## src/design/video_line_frame_timing_top_assert.svh

```systemverilog
// Assertion helpers for the video line and frame timing block.
`ifndef VIDEO_LINE_FRAME_TIMING_TOP_ASSERT_SVH
`define VIDEO_LINE_FRAME_TIMING_TOP_ASSERT_SVH

// Condition that must hold at every clock edge out of reset.
`define VLFT_ASSERT(lbl, cond, msg) \
  lbl: assert property (@(posedge clk) disable iff (rst) (cond)) else $error(msg);

// Trigger at one edge implies the condition at the following edge.
`define VLFT_ASSERT_NEXT(lbl, trig, cond, msg) \
  lbl: assert property (@(posedge clk) disable iff (rst) (trig) |=> (cond)) else $error(msg);

`endif

```

## src/design/vlft_pkg.sv

```systemverilog
`timescale 1ns / 1ps
`default_nettype none

package vlft_pkg;

  // Line and frame geometry for the two standards.
  localparam logic [11:0] NTSC_TICKS = 12'd3412;
  localparam logic [8:0]  NTSC_LINES = 9'd263;
  localparam logic [11:0] PAL_TICKS  = 12'd3404;
  localparam logic [8:0]  PAL_LINES  = 9'd314;
  localparam logic [23:0] EVENT_MAX  = 24'hFFFFFF;

  // Last step index of each division on the shared unit.
  localparam logic [5:0] DIV_TICK_LAST  = 6'd22;
  localparam logic [5:0] DIV_LINE_LAST  = 6'd12;
  localparam logic [5:0] DIV_EVENT_LAST = 6'd39;

  // Configuration register indexes.
  localparam logic [2:0] CFG_CLOCK_RATIO = 3'd0;
  localparam logic [2:0] CFG_PAL_MODE    = 3'd1;
  localparam logic [2:0] CFG_INTERLACED  = 3'd2;
  localparam logic [2:0] CFG_FIRST_LINE  = 3'd3;
  localparam logic [2:0] CFG_END_LINE    = 3'd4;

  typedef enum logic [3:0] {
    ST_IDLE,
    ST_MUL,
    ST_DIV_TICK,
    ST_LINE,
    ST_DIV_LINE,
    ST_FRAME,
    ST_PMUL,
    ST_LOAD_EVENT,
    ST_DIV_EVENT,
    ST_DONE
  } vlft_state_t;

endpackage

`default_nettype wire

```

## src/design/video_line_frame_timing_top.sv

```systemverilog
// Each input transaction passes a multiply step, then 23 + 13 + 40 steps of the shared
// restoring divider, with setup and handoff states between, before its result is ready.
// The block takes one item at a time; the divider runs one quotient bit per cycle
// and s_axis_tready stays low until the result is handed to the output register.
// Reset (rst, synchronous, active high) restores the configuration defaults,
// clears line, tick, fraction and vblank history, and selects the top field.
`timescale 1ns / 1ps
`default_nettype none

module video_line_frame_timing_top
  import vlft_pkg::*;
#(
  parameter int DELTA_BITS = 20
) (
  input  wire logic        clk,
  input  wire logic        rst,
  // Configuration write channel.
  input  wire logic        cfg_valid,
  output logic             cfg_ready,
  input  wire logic [2:0]  cfg_index,
  input  wire logic [17:0] cfg_data,
  // Input stream: [19:0] elapsed_cycles, [23:20] zero.
  input  wire logic        s_axis_tvalid,
  output logic             s_axis_tready,
  input  wire logic [23:0] s_axis_tdata,
  // Output stream: [8:0] current_line, [20:9] line_tick, [21] top_field,
  // [22] in_vblank, [23] vblank_irq, [24] vblank_end, [48:25] next_event_cycles,
  // [55:49] zero.
  output logic             m_axis_tvalid,
  input  wire logic        m_axis_tready,
  output logic [55:0]      m_axis_tdata
);

  localparam logic [63:0] DELTA_MASK = (64'd1 << DELTA_BITS) - 64'd1;

  vlft_state_t state, state_next;

  // Configuration registers.
  logic [17:0] clock_ratio;
  logic        pal_mode;
  logic        interlaced;
  logic [9:0]  active_first_line;
  logic [9:0]  active_end_line;

  // Timing state.
  logic [15:0] tick_fraction;
  logic [11:0] tick_in_line;
  logic [8:0]  line_number;
  logic        field_is_top;
  logic        vblank_seen;

  // Working registers.
  logic [19:0] elapsed;
  logic [39:0] dq;
  logic [17:0] rem;
  logic [17:0] dv;
  logic [5:0]  cnt;
  logic [22:0] ticks_pred;
  logic        res_vb;
  logic        res_irq;
  logic        res_vend;

  logic [11:0] tpl;
  logic [8:0]  lpf;
  logic [38:0] acc;
  logic [22:0] lt_sum;
  logic [12:0] line_sum;
  logic [18:0] trial;
  logic        trial_ge;
  logic [17:0] rem_step;
  logic        vb_new;
  logic [11:0] span_lines;
  logic [22:0] span_ticks;
  logic [39:0] event_num;
  logic [23:0] event_sat;

  // Configuration is taken only while idle with no input transaction offered.
  assign cfg_ready     = (state == ST_IDLE) && !s_axis_tvalid;
  assign s_axis_tready = (state == ST_IDLE);

  assign tpl = pal_mode ? PAL_TICKS : NTSC_TICKS;
  assign lpf = pal_mode ? PAL_LINES : NTSC_LINES;

  // Scale elapsed cycles into ticks and advance within the line.
  assign acc    = 39'(tick_fraction) + 39'(elapsed) * 39'(clock_ratio);
  assign lt_sum = 23'(acc[38:16]) + 23'(tick_in_line);
  assign line_sum = 13'(line_number) + 13'(dq[11:0]);

  // One restoring division step of the shared unit.
  assign trial    = {rem, dq[39]};
  assign trial_ge = (trial >= {1'b0, dv});
  assign rem_step = trial_ge ? 18'(trial - {1'b0, dv}) : trial[17:0];

  assign vb_new = (10'(rem[8:0]) < active_first_line) || (10'(rem[8:0]) >= active_end_line);

  // Whole lines left until the next vblank boundary.
  always_comb begin
    if (12'(line_number) >= 12'(active_end_line)) begin
      span_lines = 12'(lpf) + 12'(active_first_line) - 12'(line_number) - 12'd1;
    end else if (12'(line_number) < 12'(active_first_line)) begin
      span_lines = 12'(active_first_line) - 12'd1 - 12'(line_number);
    end else begin
      span_lines = 12'(active_end_line) - 12'd1 - 12'(line_number);
    end
  end

  assign span_ticks = span_lines[10:0] * tpl;
  assign event_num  = {1'b0, ticks_pred, 16'd0} - 40'(tick_fraction)
                    + 40'(clock_ratio) - 40'd1;
  assign event_sat  = ((clock_ratio == 18'd0) || (dq[39:24] != 16'd0)) ? EVENT_MAX
                                                                        : dq[23:0];

  // Sequencer next state.
  always_comb begin
    state_next = state;
    unique case (state)
      ST_IDLE:       if (s_axis_tvalid) state_next = ST_MUL;
      ST_MUL:        state_next = ST_DIV_TICK;
      ST_DIV_TICK:   if (cnt == DIV_TICK_LAST) state_next = ST_LINE;
      ST_LINE:       state_next = ST_DIV_LINE;
      ST_DIV_LINE:   if (cnt == DIV_LINE_LAST) state_next = ST_FRAME;
      ST_FRAME:      state_next = ST_PMUL;
      ST_PMUL:       state_next = ST_LOAD_EVENT;
      ST_LOAD_EVENT: state_next = ST_DIV_EVENT;
      ST_DIV_EVENT:  if (cnt == DIV_EVENT_LAST) state_next = ST_DONE;
      ST_DONE:       if (!m_axis_tvalid || m_axis_tready) state_next = ST_IDLE;
      default:       state_next = ST_IDLE;
    endcase
  end

  // State register.
  always_ff @(posedge clk) begin
    if (rst) begin
      state <= ST_IDLE;
    end else begin
      state <= state_next;
    end
  end

  // Configuration, timing state and output register.
  always_ff @(posedge clk) begin
    if (rst) begin
      clock_ratio       <= 18'd103890;
      pal_mode          <= 1'b0;
      interlaced        <= 1'b1;
      active_first_line <= 10'd16;
      active_end_line   <= 10'd256;
      tick_fraction     <= 16'd0;
      tick_in_line      <= 12'd0;
      line_number       <= 9'd0;
      field_is_top      <= 1'b1;
      vblank_seen       <= 1'b0;
      m_axis_tvalid     <= 1'b0;
    end else begin
      if (cfg_valid && cfg_ready) begin
        unique case (cfg_index)
          CFG_CLOCK_RATIO: clock_ratio       <= cfg_data;
          CFG_PAL_MODE:    pal_mode          <= cfg_data[0];
          CFG_INTERLACED:  interlaced        <= cfg_data[0];
          CFG_FIRST_LINE:  active_first_line <= cfg_data[9:0];
          CFG_END_LINE:    active_end_line   <= cfg_data[9:0];
          default: ;
        endcase
      end
      // A finished result reloads the register in the same cycle instead.
      if (m_axis_tvalid && m_axis_tready && (state != ST_DONE)) begin
        m_axis_tvalid <= 1'b0;
      end
      unique case (state)
        ST_IDLE: begin
          if (s_axis_tvalid) elapsed <= s_axis_tdata[19:0] & DELTA_MASK[19:0];
        end
        ST_MUL: begin
          tick_fraction <= acc[15:0];
          dq  <= {lt_sum, 17'd0};
          rem <= 18'd0;
          dv  <= 18'(tpl);
          cnt <= 6'd0;
        end
        ST_DIV_TICK, ST_DIV_LINE, ST_DIV_EVENT: begin
          rem <= rem_step;
          dq  <= {dq[38:0], trial_ge};
          cnt <= cnt + 6'd1;
        end
        ST_LINE: begin
          tick_in_line <= rem[11:0];
          dq  <= {line_sum, 27'd0};
          rem <= 18'd0;
          dv  <= 18'(lpf);
          cnt <= 6'd0;
        end
        ST_FRAME: begin
          // Odd frame count flips the field in interlaced mode.
          line_number <= rem[8:0];
          if (interlaced && dq[0]) field_is_top <= ~field_is_top;
          res_vb      <= vb_new;
          res_irq     <= !vblank_seen && vb_new;
          res_vend    <= vblank_seen && !vb_new;
          vblank_seen <= vb_new;
        end
        ST_PMUL: begin
          ticks_pred <= 23'(tpl - tick_in_line) + span_ticks;
        end
        ST_LOAD_EVENT: begin
          dq  <= event_num;
          rem <= 18'd0;
          dv  <= clock_ratio;
          cnt <= 6'd0;
        end
        ST_DONE: begin
          if (!m_axis_tvalid || m_axis_tready) begin
            m_axis_tvalid <= 1'b1;
            m_axis_tdata  <= {7'd0, event_sat, res_vend, res_irq, res_vb, field_is_top,
                              tick_in_line, line_number};
          end
        end
        default: ;
      endcase
    end
  end

`include "video_line_frame_timing_top_assert.svh"

  `VLFT_ASSERT_NEXT(a_busy_after_accept, s_axis_tvalid && s_axis_tready, !s_axis_tready, "busy")
  `VLFT_ASSERT(a_line_range, line_number < PAL_LINES, "line number out of frame range")
  `VLFT_ASSERT(a_tick_range, tick_in_line < NTSC_TICKS, "tick position out of line range")
  `VLFT_ASSERT_NEXT(a_result_out, (state == ST_DONE) && (!m_axis_tvalid || m_axis_tready), m_axis_tvalid && s_axis_tready, "no result")

endmodule

`default_nettype wire

```

## config.mk

```make
export PLATFORM = sky130hd
export DESIGN_NAME = video_line_frame_timing_top
export DESIGN_NICKNAME = d
export VERILOG_FILES = /design/src/design/vlft_pkg.sv /design/src/design/video_line_frame_timing_top.sv
export VERILOG_INCLUDE_DIRS = /design/src /design/src/design
export SDC_FILE = /design/constraint.sdc
export NUM_CORES = 2
export LEC_CHECK = 0
export ABC_AREA = 1
export BUFFER_PORTS_ARGS = -buffer_cell sky130_fd_sc_hd__buf_4
export CAP_MARGIN = 20
export CORE_ASPECT_RATIO = 0.9
export CORE_MARGIN = 1
export CORE_UTILIZATION = 59
export DETAILED_ROUTE_END_ITERATION = 8
export GPL_TIMING_DRIVEN = 0
export HOLD_SLACK_MARGIN = 0.05
export PLACE_DENSITY = 0.83
export REMOVE_ABC_BUFFERS = 1
export SYNTH_ARGS = -nofsm -noshare
export SYNTH_HDL_FRONTEND = slang
export SYNTH_SLANG_ARGS = --single-unit
```

## constraint.sdc

```tcl
create_clock -name clk -period 7.4 [get_ports clk]
set_input_delay 0 -clock clk [delete_from_list [all_inputs] [get_ports clk]]
set_output_delay 0 -clock clk [all_outputs]
set_load 0.01 [all_outputs]
```

=== After elaboration in Yosys (flattened, before gate mapping) ===
Index checks and enable logic that the tools add are counted.

* Bits in registers: 261
* Bits in latches: 0
* RAM bits: 0
* Memory bits (read-only): 0
* Input port bits: 50
* Output and inout bits: 59
* Word-level logic and storage cells: 126
* Memories kept: 0

* $add $sub $neg: 17
* Multipliers: 2
* Divide/modulo/power cells: 0
* $lt $le $gt $ge: 5
* Equal/unequal tests: 22
* Shifts and indexed selects: 0
* Mux-type cells: 18
* Bitwise operators: 2
* Reductions and logical operators: 37

{| class="wikitable"
|+ Operator list
! operator !! count
|-
| 40-bit one-hot mux with 4 select lines || 1
|-
| 18-bit one-hot mux with 3 select lines || 1
|-
| 40-bit by 18-bit adder with 40-bit output || 1
|-
| 4-bit one-hot mux with 10 select lines || 1
|-
| 39-bit by 16-bit subtractor with 40-bit output || 1
|-
| 40-bit by 1-bit subtractor with 40-bit output (second input constant) || 1
|-
| 16-bit by 38-bit adder with 39-bit output || 1
|-
| 20-bit by 18-bit multiplier with 38-bit output || 1
|-
| 18-bit one-hot mux with 2 select lines || 1
|-
| 23-bit by 12-bit adder with 23-bit output || 1
|-
| 23-bit adder || 1
|-
| 11-bit by 12-bit multiplier with 23-bit output || 1
|-
| 11-bit 2-to-1 mux || 2
|-
| 2-bit AND reduction || 11
|-
| 10-bit by 1-bit subtractor with 11-bit output (second input constant) || 2
|-
| 11-bit by 10-bit subtractor with 11-bit output || 2
|-
| 9-bit by 10-bit greater-or-equal comparator with 1-bit output || 2
|-
| 9-bit by 10-bit < comparator with 1-bit output || 2
|-
| 4-bit 2-to-1 mux || 5
|-
| 19-bit by 18-bit greater-or-equal comparator with 1-bit output || 1
|-
| 18-bit zero test || 1
|-
| 18-bit 2-to-1 mux || 1
|-
| 18-bit subtractor || 1
|-
| 4-bit by 3-bit equality test with 1-bit output (second input constant) || 4
|-
| 34 further kinds || 57
|}

=== Longest topological paths before layout ===
* Word-level depth: 7
* Mapped depth: 41
* Depth with buffers taken out: 39

=== Worst setup path after synthesis ===
Ideal clock, no wire load.

* Kind: register -> register
* Start: reg pal_mode
* End: reg ticks_pred[20], data pin
* Setup time: 264 ps
* Arrival time: 6,992 ps
* Data required time: 7,136 ps
* Path slack: 144 ps
* Cell stages (with the launch flop): 32
* Buffers on the path: 1
* Period minus slack after synthesis: 7,256 ps
* Cell sequence: dfxtp_1 -> inv_1 -> clkbuf_1 -> fa_1 -> inv_1 -> ha_1 -> a21oi_1 -> o21ai_0 -> a21o_1 -> a21oi_1 -> nor2_1 -> o21ai_0 -> nand2_1 -> nand2_1 -> nand2_1 -> nand2_1 -> nand2_1 -> inv_1 -> nand2_1 -> fa_1 -> inv_1 -> fa_1 -> inv_1 -> fa_1 -> fa_1 -> inv_1 -> fa_1 -> ha_1 -> nand4_1 -> o41ai_1 -> a31oi_1 -> xor2_1

* Word-level cells in the longest chain between the ends: 7
* Elaborated cells on any way between the ends: 9
* Classes of those cells: add/sub: 5; mul: 1; mux: 3

{| class="wikitable"
|+ Ends and longest elaborated chain
! what !! line !! source
|-
| from (decl) || video_line_frame_timing_top.sv:40 || <nowiki>logic pal_mode;</nowiki>
|-
| from (signal assigned) || video_line_frame_timing_top.sv:158 || <nowiki>CFG_PAL_MODE: pal_mode <= cfg_data[0];</nowiki>
|-
| 6-bit 2-to-1 mux || video_line_frame_timing_top.sv:82 || <nowiki>assign lpf = pal_mode ? PAL_LINES : NTSC_LINES;</nowiki>
|-
| 9-bit by 10-bit adder with 11-bit output || video_line_frame_timing_top.sv:99 || <nowiki>span_lines = 12'(lpf) + 12'(active_first_line) - 12'(line_number) - 12'd1;</nowiki>
|-
| 11-bit by 9-bit subtractor with 11-bit output || video_line_frame_timing_top.sv:99 ||
|-
| 11-bit by 1-bit subtractor with 11-bit output || video_line_frame_timing_top.sv:99 ||
|-
| 11-bit 2-to-1 mux || video_line_frame_timing_top.sv:98 || <nowiki>if (12'(line_number) >= 12'(active_end_line)) begin</nowiki>
|-
| 11-bit by 12-bit multiplier with 23-bit output || video_line_frame_timing_top.sv:107 || <nowiki>assign span_ticks = span_lines[10:0] * tpl;</nowiki>
|-
| 23-bit adder * || video_line_frame_timing_top.sv:202 || <nowiki>ticks_pred <= 23'(tpl - tick_in_line) + span_ticks;</nowiki>
|-
| to (signal assigned) || video_line_frame_timing_top.sv:202 ||
|-
| to (decl) || video_line_frame_timing_top.sv:58 || <nowiki>logic [22:0] ticks_pred;</nowiki>
|}

Every way passes the cells marked *; elsewhere a longest branch is shown, timed or not.
A chain may end at the register's enable or synchronous reset.

=== Worst setup path in the final report ===
* Start: reg elapsed[10]
* End: reg dq[39], data pin

* Word-level cells in the longest chain between the ends: 4

{| class="wikitable"
|+ Ends and longest elaborated chain
! what !! line !! source
|-
| from (decl) || video_line_frame_timing_top.sv:53 || <nowiki>logic [19:0] elapsed;</nowiki>
|-
| from (signal assigned) || video_line_frame_timing_top.sv:171 || <nowiki>if (s_axis_tvalid) elapsed <= s_axis_tdata[19:0] & DELTA_MASK[19:0];</nowiki>
|-
| 20-bit by 18-bit multiplier with 38-bit output || video_line_frame_timing_top.sv:85 || <nowiki>assign acc = 39'(tick_fraction) + 39'(elapsed) * 39'(clock_ratio);</nowiki>
|-
| 16-bit by 38-bit adder with 39-bit output || video_line_frame_timing_top.sv:85 ||
|-
| 23-bit by 12-bit adder with 23-bit output || video_line_frame_timing_top.sv:86 || <nowiki>assign lt_sum = 23'(acc[38:16]) + 23'(tick_in_line);</nowiki>
|-
| 40-bit one-hot mux with 4 select lines || video_line_frame_timing_top.sv:169 || <nowiki>unique case (state)</nowiki>
|-
| to (signal assigned) || video_line_frame_timing_top.sv:175 || <nowiki>dq <= {lt_sum, 17'd0};</nowiki>
|-
| to (signal assigned) || video_line_frame_timing_top.sv:182 || <nowiki>dq <= {dq[38:0], trial_ge};</nowiki>
|-
| to (signal assigned) || video_line_frame_timing_top.sv:187 || <nowiki>dq <= {line_sum, 27'd0};</nowiki>
|-
| to (decl) || video_line_frame_timing_top.sv:54 || <nowiki>logic [39:0] dq;</nowiki>
|}

Every way passes these cells.

==> results.txt <==
WHS Endpoint: elapsed[12]$_DFFE_PP_
Largest net degree at the start of global routing: 60
DP Cell Count: 5202
R2r startpoint: elapsed[10]$_DFFE_PP_
Worst Path Arrival: 7.72 ns
Routed vias/inst: 5.75
WS Path Type: register to register
Vias in the first global route: 30005
RSZ-0062 raised after global routing: true
Worst slew pin tran: 1.19 ns
Slowest-stage cell, CP: fa_1
Hold Path Class: primary input to register
Post-Route Utilization: 69.4%
Die W: 256 um
GPL Wtd Cong: 1.02
DRT iter0 DRCs: 4068
Syn Std Cell Area: 34300 um2
Rows: 83
Final Cycle Share: 99.9%
First-pass GRT wire length: 162000 um
CORE AREA: 57200 um2
Top cells by count, synth: inv_1 (1124), nand2_1 (974), ha_1 (375)
Hold Path Stages: 2
Gr ovfl total: 0
FF-to-FF End: dq[39]$_DFFE_PP_
Reg-to-reg slack, setup: 0.004 ns
Slowest stage delay, CP: 0.56 ns
Final Net Count: 5442
Final Hold Vio Count: 0
Most used DFF post-synth: edfxtp_1
Worst Clk Skew: 0.0417 ns
Fraction of layout cells with a size suffix above 1: 11.9%
Non-filler cells, final: 5436
Buffers and inverters on the worst path: 21
Final Setup Violations: 0
Drt wl/cell: 19.7 um
GRT Resource Usage Total: 35.1%
MaxCap Viol Count: 0
Boundary Pins: 109
Outcome: finished, final reports clean
Leading area contributor after synthesis: fa_1
H-tree Lvls: 2
Clock sink count: 261
Clock transition at path regs: 0.07 ns
Post-route setup slack: 0.00380 ns
Rel. slew slack: 20.6%
Clk Latency, worst-skew pair: 0.59 ns
Pre-CTS WS: -1.62 ns
Final slew viol count: 0
Register area share after synthesis: 20.4%
Worst-path maximum fanout: 6
Mapped Cells: 4439
Root Driver: clkbuf_16
CTS buffer count: 34
Reg2reg path depth: 41
Wirelength, routed: 107000 um
Top cell type's share of synthesized area: 21.8%
Crit path launch type: register
Yosys reg bits: 261
1st-pass router iterations: 7
Die Area: 59200 um2
Setup TNS: 0 ns
Layout area overhead: 15.7%
Die Y: 231 um
Initial antenna violation count: 3
Initial cell density of the core: 60.0%
Yosys cell types: 60
Most repeated library cell on the critical path: buf_4
Synth top area cells: fa_1 (22%), edfxtp_1 (15%), ha_1 (14%)
Worst Min Path Start: s_axis_tdata[12]
CP Data Required Time: 7.73 ns
Max Buffers Root-to-Sink: 3
Via count: 31283
Routed Antenna Nets: 0
Post-synth EDFFs: 177
Peak Freq: 135 MHz
Crit path time final: 7.40 ns
Port bufs: 97
Most numerous cell in the Yosys netlist: inv_1
Post-DP HPWL: 77900 um
Synth warn: 0
Mean Syn Cell Area: 7.73 um2
DRC Markers: 0
Async SR Flop Fraction: 0%
TritonCTS clock tree: yes
Crit path max-delay family: adder cells
Crit end category: register
layout make-up:
cell class	count	area (um2)
flip-flops and latches	261	7070
multi-input cells	2923	23400
fillers	4151	17500
well taps	765	957
diodes	1	2.50
clock inverters	24	368
inverters	1131	4260
clock buffers	38	928
repair buffers	293	2700
repair_timing:
item                                    CTS  global route
setup buffers                            83            37
hold endpoints to repair                 86             0
resized for setup                        75           166
hold buffers                             50             0
gates cloned                              0             1
endpoints found under the setup margin   32            28
pin swaps                                 9            82
routing by layer:
layer | wire (um) | track usage [%]
met3 | 13800 | 8.92
met5 | 12 | 0
met1 | 42600 | 49.0
met2 | 46000 | 52.5
met4 | 4470 | 12.9
state kept, by name (all words and copies together) (netlist names), 4 cells and up:
register / count
m_axis_tdata: 49
dq: 40
ticks_pred: 23
elapsed: 20
clock_ratio: 18
dv: 18
rem: 18
tick_fraction: 16
tick_in_line: 12
active_end_line: 10
active_first_line: 10
line_number: 9
cnt: 6
state: 4
cell families (layout without fill, tap and decap cells):
kind of cell / Yosys count / after routing / share of synthesized area [%]
muxes: 1 / 1 / 0.0292
xor gates and xnor gates: 100 / 100 / 2.55
adders and majority gates: 748 / 748 / 35.4
buffers and inverters: 1263 / 1486 / 14.0
AOI/OAI and AO/OA: 590 / 590 / 9.77
other: 1 / 10 / 0.0109
and+or+nand+nor: 1475 / 1475 / 17.8
DFF: 261 / 261 / 20.4
worst max path at each step:
stage	startpoint	to	slack [ns]	depth (start not counted)
finish	elapsed[10]$_DFFE_PP_	dq[39]$_DFFE_PP_	0.004	41
global route	elapsed[7]$_DFFE_PP_	dq[39]$_DFFE_PP_	-0.20	39
CTS	elapsed[9]$_DFFE_PP_	dq[35]$_DFFE_PP_	0.003	35
detailed placement	pal_mode$_SDFFE_PP0P_	ticks_pred[20]$_DFFE_PP_	-1.62	30
global placement	pal_mode$_SDFFE_PP0P_	ticks_pred[20]$_DFFE_PP_	-1.51	30
floorplan	pal_mode$_SDFFE_PP0P_	ticks_pred[20]$_DFFE_PP_	0.04	30
placed cells by master (no fill, tap or decap), types with 6 or more instances in the layout:
cell type / Yosys / final
inv_1: 1124 / 1107
nand2_1: 974 / 943
fa_1: 373 / 366
ha_1: 375 / 350
a21oi_1: 258 / 238
buf_4: 10 / 210
nor2_1: 211 / 197
edfxtp_1: 177 / 177
o21ai_0: 169 / 160
nand3_1: 123 / 123
dfxtp_1: 84 / 63
xor2_1: 66 / 61
nand2_2: 32 / 50
dlygate4sd3_1: 0 / 50
clkbuf_16: 0 / 37
nand4_1: 31 / 31
nor3_1: 30 / 29
xnor2_1: 34 / 29
a21oi_2: 8 / 26
o21ai_1: 20 / 25
o211ai_1: 23 / 23
ha_4: 0 / 21
dfxtp_4: 0 / 19
o21bai_1: 19 / 18
inv_2: 3 / 17
nor2_4: 3 / 17
nor2_2: 16 / 16
or2_2: 14 / 14
nand2_4: 1 / 14
a211oi_1: 15 / 14
buf_6: 3 / 13
nor4_1: 15 / 12
a21o_1: 12 / 12
o22ai_1: 12 / 12
buf_16: 0 / 11
conb_1: 1 / 9
nand3b_1: 8 / 8
a31oi_1: 11 / 7
fa_2: 0 / 7
a21boi_0: 8 / 6
worst register-to-register path: cells and delay by family (launching register included):
kind	cells	cell delay, ns
flops	1	0.39
fa+ha+maj	7	3.42
simple gates	13	0.95
buf+inv	21	2.42
through the flow:
stage	area [um2]	hold slack [ns]
6_report	39700	0.127
3_3_place_gp	35500	0.178
3_5_place_dp	36000	0.179
5_1_grt	39700	0.140
2_1_floorplan	33800	0.0624
4_1_cts	38700	0.116
Power is not shown: default switching activity piles up to over one toggle a cycle in this logic, so the estimate is an artifact.
